--- src/hdl/smat_pkg.sv ---
// Shared types for the small matrix unit: operation codes, sequencer states and read tags.
`timescale 1ns / 1ps

package smat_pkg;

    typedef enum logic [1:0] {
        OP_ADD = 2'd0,
        OP_SUB = 2'd1,
        OP_MUL = 2'd2,
        OP_TRN = 2'd3
    } t_op_mode;

    typedef enum logic [1:0] {
        ST_IDLE  = 2'd0,
        ST_EMIT  = 2'd1,
        ST_DRAIN = 2'd2
    } t_state;

    // Travels alongside each pair of store reads through the datapath.
    typedef struct packed {
        logic valid;
        logic first_k;
        logic last_k;
        logic last_cell;
    } t_tag;

    localparam int DataWidth = 32;

endpackage

--- src/hdl/smat_ram.sv ---
// Generic simple dual-port RAM with one write port and one registered read port.
`timescale 1ns / 1ps

module smat_ram #(
    parameter int WIDTH = 32,
    parameter int DEPTH = 9,
    localparam int AW = (DEPTH > 1) ? $clog2(DEPTH) : 1
) (
    input  logic             i_clk,
    input  logic             i_we,
    input  logic [AW-1:0]    i_waddr,
    input  logic [WIDTH-1:0] i_wdata,
    input  logic [AW-1:0]    i_raddr,
    output logic [WIDTH-1:0] o_rdata
);

    logic [WIDTH-1:0] r_mem [DEPTH];
    logic [WIDTH-1:0] r_rdata;

    always_ff @(posedge i_clk) begin
        if (i_we) begin
            r_mem[i_waddr] <= i_wdata;
        end
        r_rdata <= r_mem[i_raddr];
    end

    assign o_rdata = r_rdata;

endmodule

--- src/hdl/smat_seq.sv ---
// Load counter, store write control and read address sequencer of the small matrix unit.
`timescale 1ns / 1ps

module smat_seq import smat_pkg::*; #(
    parameter int DIM = 3,
    localparam int CELLS = DIM * DIM,
    localparam int AW = (CELLS > 1) ? $clog2(CELLS) : 1,
    localparam int CW = $clog2(2 * CELLS + 1),
    localparam int IW = (DIM > 1) ? $clog2(DIM) : 1
) (
    input  logic          i_clk,
    input  logic          i_rst_n,
    input  logic          i_start,
    input  t_op_mode      i_op_mode,
    input  logic          i_done,
    output logic          o_busy,
    output logic          o_a_we,
    output logic          o_b_we,
    output logic [AW-1:0] o_wr_addr,
    output logic [AW-1:0] o_a_raddr,
    output logic [AW-1:0] o_b_raddr,
    output t_tag          o_tag
);

    t_state        r_state, n_state;
    logic [CW-1:0] r_count, n_count;
    logic [IW-1:0] r_col, n_col;
    logic [IW-1:0] r_row, n_row;
    logic [IW-1:0] r_k, n_k;

    logic          w_accept;
    logic          w_in_a;
    logic          w_in_b;
    logic [CW-1:0] w_inc;
    logic [CW-1:0] w_needed;
    logic          w_emit;
    logic          w_mul;
    logic          w_last_k;
    logic          w_last_cell;

    assign w_accept = i_start && (r_state == ST_IDLE);
    assign w_in_a   = r_count < CW'(CELLS);
    assign w_in_b   = !w_in_a && (r_count < CW'(2 * CELLS));
    assign w_inc    = r_count + CW'(1);
    // The mode at the time of the item decides how many elements complete a load.
    assign w_needed = (i_op_mode == OP_TRN) ? CW'(CELLS) : CW'(2 * CELLS);
    assign w_emit   = w_inc >= w_needed;

    assign w_mul       = i_op_mode == OP_MUL;
    assign w_last_k    = !w_mul || (r_k == IW'(DIM - 1));
    assign w_last_cell = w_last_k && (r_col == IW'(DIM - 1)) && (r_row == IW'(DIM - 1));

    // Next state.
    always_comb begin
        n_state = r_state;
        unique case (r_state)
            ST_IDLE: begin
                if (w_accept && w_emit) begin
                    n_state = ST_EMIT;
                end
            end
            ST_EMIT: begin
                if (w_last_cell) begin
                    n_state = ST_DRAIN;
                end
            end
            ST_DRAIN: begin
                if (i_done) begin
                    n_state = ST_IDLE;
                end
            end
            default: begin
                n_state = ST_IDLE;
            end
        endcase
    end

    // Load counter and result walk counters.
    always_comb begin
        n_count = r_count;
        n_col   = r_col;
        n_row   = r_row;
        n_k     = r_k;
        if (w_accept) begin
            n_count = w_emit ? '0 : w_inc;
        end
        if (r_state == ST_EMIT) begin
            if (!w_last_k) begin
                n_k = r_k + IW'(1);
            end else begin
                n_k = '0;
                if (r_row == IW'(DIM - 1)) begin
                    n_row = '0;
                    n_col = (r_col == IW'(DIM - 1)) ? '0 : r_col + IW'(1);
                end else begin
                    n_row = r_row + IW'(1);
                end
            end
        end
    end

    // Outputs.
    always_comb begin
        o_busy    = r_state != ST_IDLE;
        o_a_we    = w_accept && w_in_a;
        o_b_we    = w_accept && w_in_b;
        o_wr_addr = w_in_a ? AW'(r_count) : AW'(r_count - CW'(CELLS));
        unique case (i_op_mode)
            OP_MUL: begin
                o_a_raddr = AW'(r_k * DIM + r_row);
                o_b_raddr = AW'(r_col * DIM + r_k);
            end
            OP_TRN: begin
                o_a_raddr = AW'(r_row * DIM + r_col);
                o_b_raddr = AW'(r_col * DIM + r_row);
            end
            default: begin
                o_a_raddr = AW'(r_col * DIM + r_row);
                o_b_raddr = AW'(r_col * DIM + r_row);
            end
        endcase
        o_tag.valid     = r_state == ST_EMIT;
        o_tag.first_k   = !w_mul || (r_k == '0);
        o_tag.last_k    = w_last_k;
        o_tag.last_cell = w_last_cell;
    end

    always_ff @(posedge i_clk) begin
        if (!i_rst_n) begin
            r_state <= ST_IDLE;
            r_count <= '0;
            r_col   <= '0;
            r_row   <= '0;
            r_k     <= '0;
        end else begin
            r_state <= n_state;
            r_count <= n_count;
            r_col   <= n_col;
            r_row   <= n_row;
            r_k     <= n_k;
        end
    end

endmodule

--- src/hdl/smat_dp.sv ---
// Arithmetic pipeline of the small matrix unit: element operation, accumulation and output register.
`timescale 1ns / 1ps

module smat_dp import smat_pkg::*; (
    input  logic                 i_clk,
    input  logic                 i_rst_n,
    input  t_op_mode             i_op_mode,
    input  t_tag                 i_tag,
    input  logic [DataWidth-1:0] i_a_data,
    input  logic [DataWidth-1:0] i_b_data,
    output logic                 o_strobe,
    output logic [DataWidth-1:0] o_value,
    output logic                 o_last,
    output logic                 o_done
);

    t_tag                 r_tag1;
    t_tag                 r_tag2;
    logic [DataWidth-1:0] r_val, n_val;
    logic [DataWidth-1:0] r_acc, n_acc;
    logic                 r_out_valid;
    logic                 r_out_last;
    logic [DataWidth-1:0] r_out_value;

    always_comb begin
        unique case (i_op_mode)
            OP_ADD: n_val = i_a_data + i_b_data;
            OP_SUB: n_val = i_a_data - i_b_data;
            OP_MUL: n_val = DataWidth'(i_a_data * i_b_data);
            OP_TRN: n_val = i_a_data;
        endcase
    end

    // Only a product cell spans several terms; every other cell starts and ends on one.
    assign n_acc = (r_tag2.first_k ? '0 : r_acc) + r_val;

    always_ff @(posedge i_clk) begin
        if (!i_rst_n) begin
            r_tag1      <= '0;
            r_tag2      <= '0;
            r_out_valid <= 1'b0;
            r_out_last  <= 1'b0;
        end else begin
            r_tag1      <= i_tag;
            r_tag2      <= r_tag1;
            r_out_valid <= r_tag2.valid && r_tag2.last_k;
            r_out_last  <= r_tag2.valid && r_tag2.last_cell;
        end
    end

    always_ff @(posedge i_clk) begin
        r_val <= n_val;
        if (r_tag2.valid) begin
            r_acc <= n_acc;
            if (r_tag2.last_k) begin
                r_out_value <= n_acc;
            end
        end
    end

    assign o_strobe = r_out_valid;
    assign o_value  = r_out_value;
    assign o_last   = r_out_last;
    assign o_done   = r_tag2.valid && r_tag2.last_cell;

endmodule

--- src/hdl/small_matrix_add_sub_mul_transpose.sv ---
// Top level of the small matrix unit: configuration register, two element stores, sequencer and datapath.
`timescale 1ns / 1ps

// Elements of A, then of B unless the mode is transpose, are taken one per cycle while busy is
// low, in column-major order, and written straight into two single-port-read RAMs. The item
// that completes the load raises busy, and the stores are then walked through one read port
// each: one read per result for add, subtract and transpose, DIM reads per result for the
// product, over which it is accumulated. Results are registered behind the reads at the RAM
// read, the element operation and the accumulation, and appear on o_result_value with
// o_result_strobe high for one cycle each; the receiver cannot stall and must take every
// result as it comes. busy drops in the cycle of the final result, which carries
// o_last_element. For DIM = 3 an add loads 18 elements.
// The mode register is written through the cfg channel, which is always ready, and must only
// be changed while the unit is idle.
module small_matrix_add_sub_mul_transpose import smat_pkg::*; #(
    parameter int DIM = 3
) (
    input  logic                        i_clk,
    input  logic                        i_rst_n,
    input  logic                        start,
    output logic                        busy,
    input  logic signed [DataWidth-1:0] i_element,
    output logic                        o_result_strobe,
    output logic signed [DataWidth-1:0] o_result_value,
    output logic                        o_last_element,
    input  logic                        i_cfg_valid,
    output logic                        o_cfg_ready,
    input  logic [1:0]                  i_cfg_data
);

    localparam int CELLS = DIM * DIM;
    localparam int AW = (CELLS > 1) ? $clog2(CELLS) : 1;

    t_op_mode             r_op_mode;
    logic                 w_done;
    logic                 w_a_we;
    logic                 w_b_we;
    logic [AW-1:0]        w_wr_addr;
    logic [AW-1:0]        w_a_raddr;
    logic [AW-1:0]        w_b_raddr;
    logic [DataWidth-1:0] w_a_data;
    logic [DataWidth-1:0] w_b_data;
    logic [DataWidth-1:0] w_value;
    t_tag                 w_tag;

    assign o_cfg_ready = 1'b1;

    always_ff @(posedge i_clk) begin
        if (!i_rst_n) begin
            r_op_mode <= OP_ADD;
        end else if (i_cfg_valid && o_cfg_ready) begin
            r_op_mode <= t_op_mode'(i_cfg_data);
        end
    end

    smat_seq #(
        .DIM (DIM)
    ) u_seq (
        .i_clk     (i_clk),
        .i_rst_n   (i_rst_n),
        .i_start   (start),
        .i_op_mode (r_op_mode),
        .i_done    (w_done),
        .o_busy    (busy),
        .o_a_we    (w_a_we),
        .o_b_we    (w_b_we),
        .o_wr_addr (w_wr_addr),
        .o_a_raddr (w_a_raddr),
        .o_b_raddr (w_b_raddr),
        .o_tag     (w_tag)
    );

    smat_ram #(
        .WIDTH (DataWidth),
        .DEPTH (CELLS)
    ) u_ram_a (
        .i_clk   (i_clk),
        .i_we    (w_a_we),
        .i_waddr (w_wr_addr),
        .i_wdata (DataWidth'(i_element)),
        .i_raddr (w_a_raddr),
        .o_rdata (w_a_data)
    );

    smat_ram #(
        .WIDTH (DataWidth),
        .DEPTH (CELLS)
    ) u_ram_b (
        .i_clk   (i_clk),
        .i_we    (w_b_we),
        .i_waddr (w_wr_addr),
        .i_wdata (DataWidth'(i_element)),
        .i_raddr (w_b_raddr),
        .o_rdata (w_b_data)
    );

    smat_dp u_dp (
        .i_clk     (i_clk),
        .i_rst_n   (i_rst_n),
        .i_op_mode (r_op_mode),
        .i_tag     (w_tag),
        .i_a_data  (w_a_data),
        .i_b_data  (w_b_data),
        .o_strobe  (o_result_strobe),
        .o_value   (w_value),
        .o_last    (o_last_element),
        .o_done    (w_done)
    );

    assign o_result_value = signed'(w_value);

    // The final result of a matrix is always a strobed result.
    a_last_has_strobe: assert property (@(posedge i_clk) disable iff (!i_rst_n)
        o_last_element |-> o_result_strobe)
        else $error("last element flagged without a result strobe");

    // Results only come out of an emission that held busy in the cycle before.
    a_strobe_after_busy: assert property (@(posedge i_clk) disable iff (!i_rst_n)
        o_result_strobe |-> $past(busy))
        else $error("result strobe outside an emission");

    // A new emission cannot start producing results straight after the final one.
    a_gap_after_last: assert property (@(posedge i_clk) disable iff (!i_rst_n)
        o_last_element |=> !o_result_strobe)
        else $error("result strobe directly after the final element");

    // The walk and the load never write the stores at the same time.
    a_no_write_while_busy: assert property (@(posedge i_clk) disable iff (!i_rst_n)
        busy |-> !(w_a_we || w_b_we))
        else $error("store written during an emission");

endmodule

--- config.mk ---
export PLATFORM = sky130hd
export DESIGN_NAME = small_matrix_add_sub_mul_transpose
export DESIGN_NICKNAME = d
export VERILOG_FILES = /design/src/hdl/smat_pkg.sv /design/src/hdl/smat_ram.sv /design/src/hdl/smat_seq.sv /design/src/hdl/smat_dp.sv /design/src/hdl/small_matrix_add_sub_mul_transpose.sv
export SDC_FILE = /design/constraint.sdc
export NUM_CORES = 2
export LEC_CHECK = 0
export BUFFER_PORTS_ARGS = -buffer_cell sky130_fd_sc_hd__buf_2
export CAP_MARGIN = 20
export CORE_UTILIZATION = 58
export CTS_CLUSTER_DIAMETER = 150
export DETAILED_ROUTE_END_ITERATION = 10
export PLACE_DENSITY = 0.82
export SYNTH_ARGS = -nofsm -noshare
export SYNTH_HDL_FRONTEND = slang
export SYNTH_SLANG_ARGS = --single-unit
--- constraint.sdc ---
create_clock -name i_clk -period 6.6 [get_ports i_clk]
set_input_delay 1.32 -clock i_clk [delete_from_list [all_inputs] [get_ports i_clk]]
set_output_delay 1.32 -clock i_clk [all_outputs]
set_load 0.02 [all_outputs]
**Word-level counts from Yosys, hierarchy flattened**

Memories as Yosys holds them, arrays and structs flattened. A register that Yosys moved wholly into a read port is not among the register bits.
Cells that the tools add are included.

- Add/subtract/negate cells: 12
- Multipliers: 4
- Magnitude comparators: 3
- Equality and inequality tests: 11
- Mux-type cells: 18
- Reductions and logical operators: 21

Operator list:

| kind | number |
|---|---|
| $pmux 32 s4 | 1 |
| $add 32x32->32 | 2 |
| $mul 32x32->32 | 1 |
| $mux 32 | 1 |
| $sub 32x32->32 | 1 |
| $add 4x2->4 | 4 |
| $eq 2x2->1 const B | 6 |
| $mul 2x2->4 const B | 3 |
| $mux 2 | 6 |
| $mux 5 | 2 |
| $logic_and 1x1->1 | 9 |
| $mux 4 | 2 |
| $pmux 4 s2 | 1 |
| $add 2x1->2 const B | 3 |
| $logic_not 2->1 | 3 |
| $pmux 2 s3 | 1 |
| $reduce_and 3->1 | 2 |
| $add 5x1->5 const B | 1 |
| $ge 5x5->1 | 1 |
| $lt 5x4->1 const B | 1 |
| $lt 5x5->1 const B | 1 |
| $eq 2x1->1 const B | 2 |
| $mux 1 | 4 |
| $ne 2x2->1 const B | 2 |
| 6 further kinds | 9 |

- Register bits after elaboration: 121
- RAM bits: 576
- Input bits: 38
- Output and inout port bits: 36
- Word-level logic and storage cells: 90
- Memories: 2

Memory list:

| memory | words | bits a word | read ports | clocked after memory_dff | write ports | line | source |
|---|---|---|---|---|---|---|---|
| u_ram_a.r_mem | 9 | 32 | 1 | 1 | 1 | smat_ram.sv:17 | `logic [WIDTH-1:0] r_mem [DEPTH];` |
| u_ram_b.r_mem | 9 | 32 | 1 | 1 | 1 | smat_ram.sv:17 |  |

**Longest topological paths before layout**

- Depth after elaboration: 7
- Depth in mapped cells: 28
- Mapped depth without buffers: 26

**Hierarchy**

From an unflattened synthesis, not the netlist that was laid out.

- Cell total of the unflattened synthesis: 3951
- Area, all modules: 48210.0 um2

By module, submodules not included:

| module | instances | cells an instance | area each (um2) | sequential area each (um2) |
|---|---|---|---|---|
| smat_dp | 1 | 2517 | 22929.5 | 2762.6 |
| smat_ram (u_ram_a) | 1 | 629 | 11897.7 | 9288.9 |
| smat_ram (u_ram_b) | 1 | 629 | 11895.2 | 9288.9 |
| smat_seq | 1 | 168 | 1403.8 | 260.2 |
| small_matrix_add_sub_mul_transpose | 1 | 8 | 83.8 | 40.0 |

**Worst setup path after synthesis**

Ideal clock, no wire load.

- Kind: register to register
- Start: register u_ram_b.r_rdata[6] (netlist: u_ram_b.o_rdata[6]), read port of u_ram_b.r_mem
- End: register u_dp.r_val[31]
- Library setup time: 0.112 ns
- Arrival: 6.731 ns
- Required time: 6.488 ns
- Slack: -0.243 ns
- Stages on the path, launching flop included: 25
- Buffers on the path: 2
- Period minus slack after synthesis: 6.843 ns
- Cell sequence: dfxtp_1 -> clkbuf_1 -> clkbuf_1 -> and2_1 -> fa_1 -> fa_1 -> fa_1 -> inv_1 -> fa_1 -> inv_1 -> fa_1 -> ha_1 -> fa_1 -> fa_1 -> ha_1 -> and3_1 -> and3_1 -> o211ai_1 -> a211oi_1 -> o31ai_1 -> o21a_1 -> o21ai_0 -> xnor2_1 -> mux2i_1 -> a2111oi_1

- Word-level cells in the longest chain between the ends: 2
- Elaborated cells between the ends (all ways): 4
- Those cells by class: add/sub: 2; mul: 1; mux: 1

Ends and longest elaborated chain:

| element | line | source |
|---|---|---|
| from (decl) | smat_ram.sv:18 | `logic [WIDTH-1:0] r_rdata;` |
| $mul 32x32->32, or another cell as far along | smat_dp.sv:29 | `OP_MUL: n_val = DataWidth'(i_a_data * i_b_data);` |
| $pmux 32 s4 (*) | smat_dp.sv:26 | `unique case (i_op_mode)` |
| named net u_dp.n_val[31] | smat_dp.sv:19 | `logic [DataWidth-1:0] r_val, n_val;` |
| to (signal assigned) | smat_dp.sv:52 | `r_val <= n_val;` |
| to (decl) | smat_dp.sv:19 |  |

Mark *: on every way through the listed nets, which the timed path passes. The rest lies on a longest branch.
A chain may end at the register's enable or synchronous reset.

**Final worst setup path**

- Start: register u_ram_a.r_rdata[8] (netlist: u_ram_a.o_rdata[8]), read port of u_ram_a.r_mem
- End: register u_dp.r_val[31]

- Word-level cells in the longest chain between the ends: 2
- Elaborated cells between the ends (all ways): 4
- Those cells by class: add/sub: 2; mul: 1; mux: 1

Ends and longest elaborated chain:

| element | line |
|---|---|
| from (decl) | smat_ram.sv:18 |
| $mul 32x32->32, or another cell as far along | smat_dp.sv:29 |
| $pmux 32 s4 (*) | smat_dp.sv:26 |
| named net u_dp.n_val[31] | smat_dp.sv:19 |

Marked as above.

==> out/qor.yml <==
global_routing:
  antenna_found_initial: 13
  overflow: 0
  grt_pass1_wl_um: 188000
  grt_max_degree: 61
  grt_pass1_vias: 32500
  track_usage_pct: 30.5
routing:
  firstDrtPassIters: 6
  routed_wl_um: 125000
  via_per_inst: 6.06
  vias: 31100
  wl_per_cell_um: 24.4
  drc: 0
  drt_iter0_drc: 3165
  postRouteAntennaNets: 0
place:
  post-place-ws_ns: -0.553
  place_congestion: 0.944
  place.detailed.hpwl_um: 84000
  portBuffers: 72
synthesis:
  synth_common_cells: "edfxtp_1, inv_1, fa_1, nand2_1, and2_1"
  netlist.area_leader.share_pct: 40.5
  synth_area_sq_mm: 0.0475
  synth-seq-area-share_pct: 45.6
  synth_fp_nets: 4423
  yosys_warnings: 0
  netlist_instances: 3760
  synth.distinct_cells: 71
  ys_async_sr_fraction_pct: 0
  synth-edff-count: 640
  synth_area_leaders: "edfxtp_1, fa_1, mux4_2"
  synth_area_leader_cell: "edfxtp_1"
  avgSynthCellArea_sq_um: 12.6
  yosysMostFrequentCell: "edfxtp_1"
  synth.ff_latch_count: 761
  ys.flop_type: "edfxtp_1"
sta:
  setup_viol: 15
  relSlewSlack_pct: 21.1
  layout_min_cycle_time_ns: 7.06
  slew_viol_final: 0
  rsz0062_at_grt: "yes"
  skew_ns: 0.0321
  timing.fmax_mhz: 142
  setup_ws_ns: -0.456
  worstMarginPinSlew_ns: 1.17
  final_hold_viol_count: 0
  final.period_utilization_pct: 107
cells_and_area:
  fin_nets: 4671
  area_growth_pct: 14.5
  fillers: 5353
  layout-drive-gt1-share_pct: 19.1
critical_path:
  crit_type: "reg2reg"
  path_max_fanout: 6
  worst_setup_path_end_kind: "flop"
  arrival_ns: 7.58
  startpoint_type: "flop"
  cp.required_ns: 7.13
die:
  rows: 104
  start_util_pct: 58.8
  core-area_sq_mm: 0.0808
  die_w_um: 288
  io_pins: 74
  die_h_um: 288
  die-area_sq_mm: 0.0830
clock_network:
  cts_sinks: 761
  cts_tree: "yes"
  clk_path_buf_depth: 3
  cts_inserted_buffers: 75
  ctsHtreeMaxLevel: 3
  clkLatencyLatePin_ns: 0.65
  clk_pin_slew_ns: 0.06
  ctsHoldBuffers: 0
  cts_root_buffer: "clkbuf_16"
run:
  drv_cap: 0
run_status:
  status: "complete, but fails checks"
  violations: "setup timing"
min_path:
  hold_path.class: "reg2reg"
-- through the flow --
stage,TNS [ns],hold slack [ns],util [%],std cells,instance area [sq um]
3_5_place_dp,-4.17,0.423,62.9,4959,50900
5_1_grt,-6.09,0.454,67.3,5126,54300
6_report,-3.47,0.435,67.3,5128,54400
3_3_place_gp,-3.42,0.413,62.9,4959,50900
2_1_floorplan,-0.0243,0.412,-,3760,47500
4_1_cts,-0.838,0.437,66.5,5106,53800
-- area by class of cell --
type / instances / area, sq um / share of cell area (%)
Clock buffer: 101 / 2060 / 3.78
Tap cell: 1060 / 1330 / 2.44
Inverter: 421 / 1580 / 2.91
Timing Repair Buffer: 355 / 2930 / 5.38
Multi-Input combinational cell: 2394 / 24400 / 44.8
Antenna cell: 2 / 5.00 / 0.00921
Clock inverter: 34 / 382 / 0.702
Sequential cell: 761 / 21700 / 39.9
-- state kept, by name, summed over array words and instances (netlist names) --
register         cells
u_seq.r_k            2
u_ram_a.o_rdata     32
u_ram_b.o_rdata     32
u_dp.r_tag2          4
u_seq.r_row          2
u_seq.r_state        2
u_dp.r_tag1          4
u_dp.o_value        32
u_dp.o_last          1
u_ram_a.r_mem      288
u_seq.r_col          2
u_dp.r_val          32
u_dp.o_strobe        1
u_seq.r_count        5
r_op_mode            2
u_ram_b.r_mem      288
u_dp.r_acc          32
-- placed cells by master (no fill, tap or decap), types with 9 or more instances in the layout --
cell / instances
inv_2: 12
nor2_4: 16
o21ai_0: 86
dfxtp_1: 94
inv_1: 409
xnor2_1: 106
nor2_1: 129
nand3_1: 24
o21bai_1: 9
fa_2: 20
buf_2: 72
edfxtp_1: 640
and2_4: 15
and2_1: 303
dfxtp_4: 14
ha_4: 16
o31ai_1: 11
fa_1: 396
xor2_1: 55
o211ai_1: 12
buf_4: 229
dfxtp_2: 13
ha_1: 192
mux4_2: 128
nor2b_1: 50
o21a_1: 16
a21o_1: 31
nand2b_1: 21
clkbuf_1: 20
buf_6: 24
mux2i_1: 85
nand2_1: 336
buf_12: 22
nor3_1: 21
a21oi_1: 134
a21oi_2: 11
a211oi_1: 15
clkbuf_16: 78
-- worst paths after layout --
check	startpoint	end	slack (ns)	cells past startpoint
max	u_ram_a.o_rdata[8]	u_dp.r_val[31]	-0.46	25
min	u_dp.r_tag1[2]	u_dp.r_tag2[2]	0.43	1
max reg2reg	u_ram_a.o_rdata[8]	u_dp.r_val[31]	-0.46	25
min reg2reg	u_dp.r_tag1[2]	u_dp.r_tag2[2]	0.43	1
-- metal layers --
layer / vias to the layer above / GRT usage (%) / share of wire, %
met2: 1691 / 51.2 / 50
met3: 455 / 5.68 / 8.8
met1: 15600 / 37.6 / 36
met5: - / 0 / 0.062
met4: 12 / 16.6 / 5.8
li1: 13300 / - / -
-- cell families (layout without fill, tap and decap cells) --
family	count (synthesis)	count (layout)	share of synthesized area, %
XOR/XNOR	171	171	3.15
adder cells (fa/ha/maj)	625	625	23.0
other	1	3	0.00790
multiplexers	216	216	7.93
flip-flops	761	761	45.6
buffers and inverters	605	911	4.82
AO/OA/AOI/OAI	407	407	5.17
AND/OR/NAND/NOR	974	974	10.3
-- what timing repair did --
item                       4_1_cts  5_1_grt
buffers inserted                12       17
gates resized for setup        108      103
pin swaps                       73       58
setup endpoints to repair       15       18
gates cloned                     0        1
-- worst max-delay path, stage by stage (launching register included) --
cell and delay (ns):
dfxtp_4 0.38, buf_12 0.16, and2_4 0.14, fa_1 0.49, inv_1 0.05, fa_1 0.50, fa_1 0.45, fa_1 0.54
inv_1 0.04, ha_1 0.27, ha_1 0.31, fa_1 0.53, fa_1 0.47, ha_4 0.33, buf_4 0.13, o211ai_1 0.16
a21oi_2 0.24, o211ai_1 0.19, a211oi_2 0.26, buf_4 0.17, o31ai_4 0.07, o21a_1 0.21, o21ai_2 0.17, xnor2_1 0.13
mux2i_1 0.08, a2111oi_1 0.45
Power is left out: the tool's default activity adds up to more than one toggle a clock period on the data nets, which glitch-free logic cannot reach.
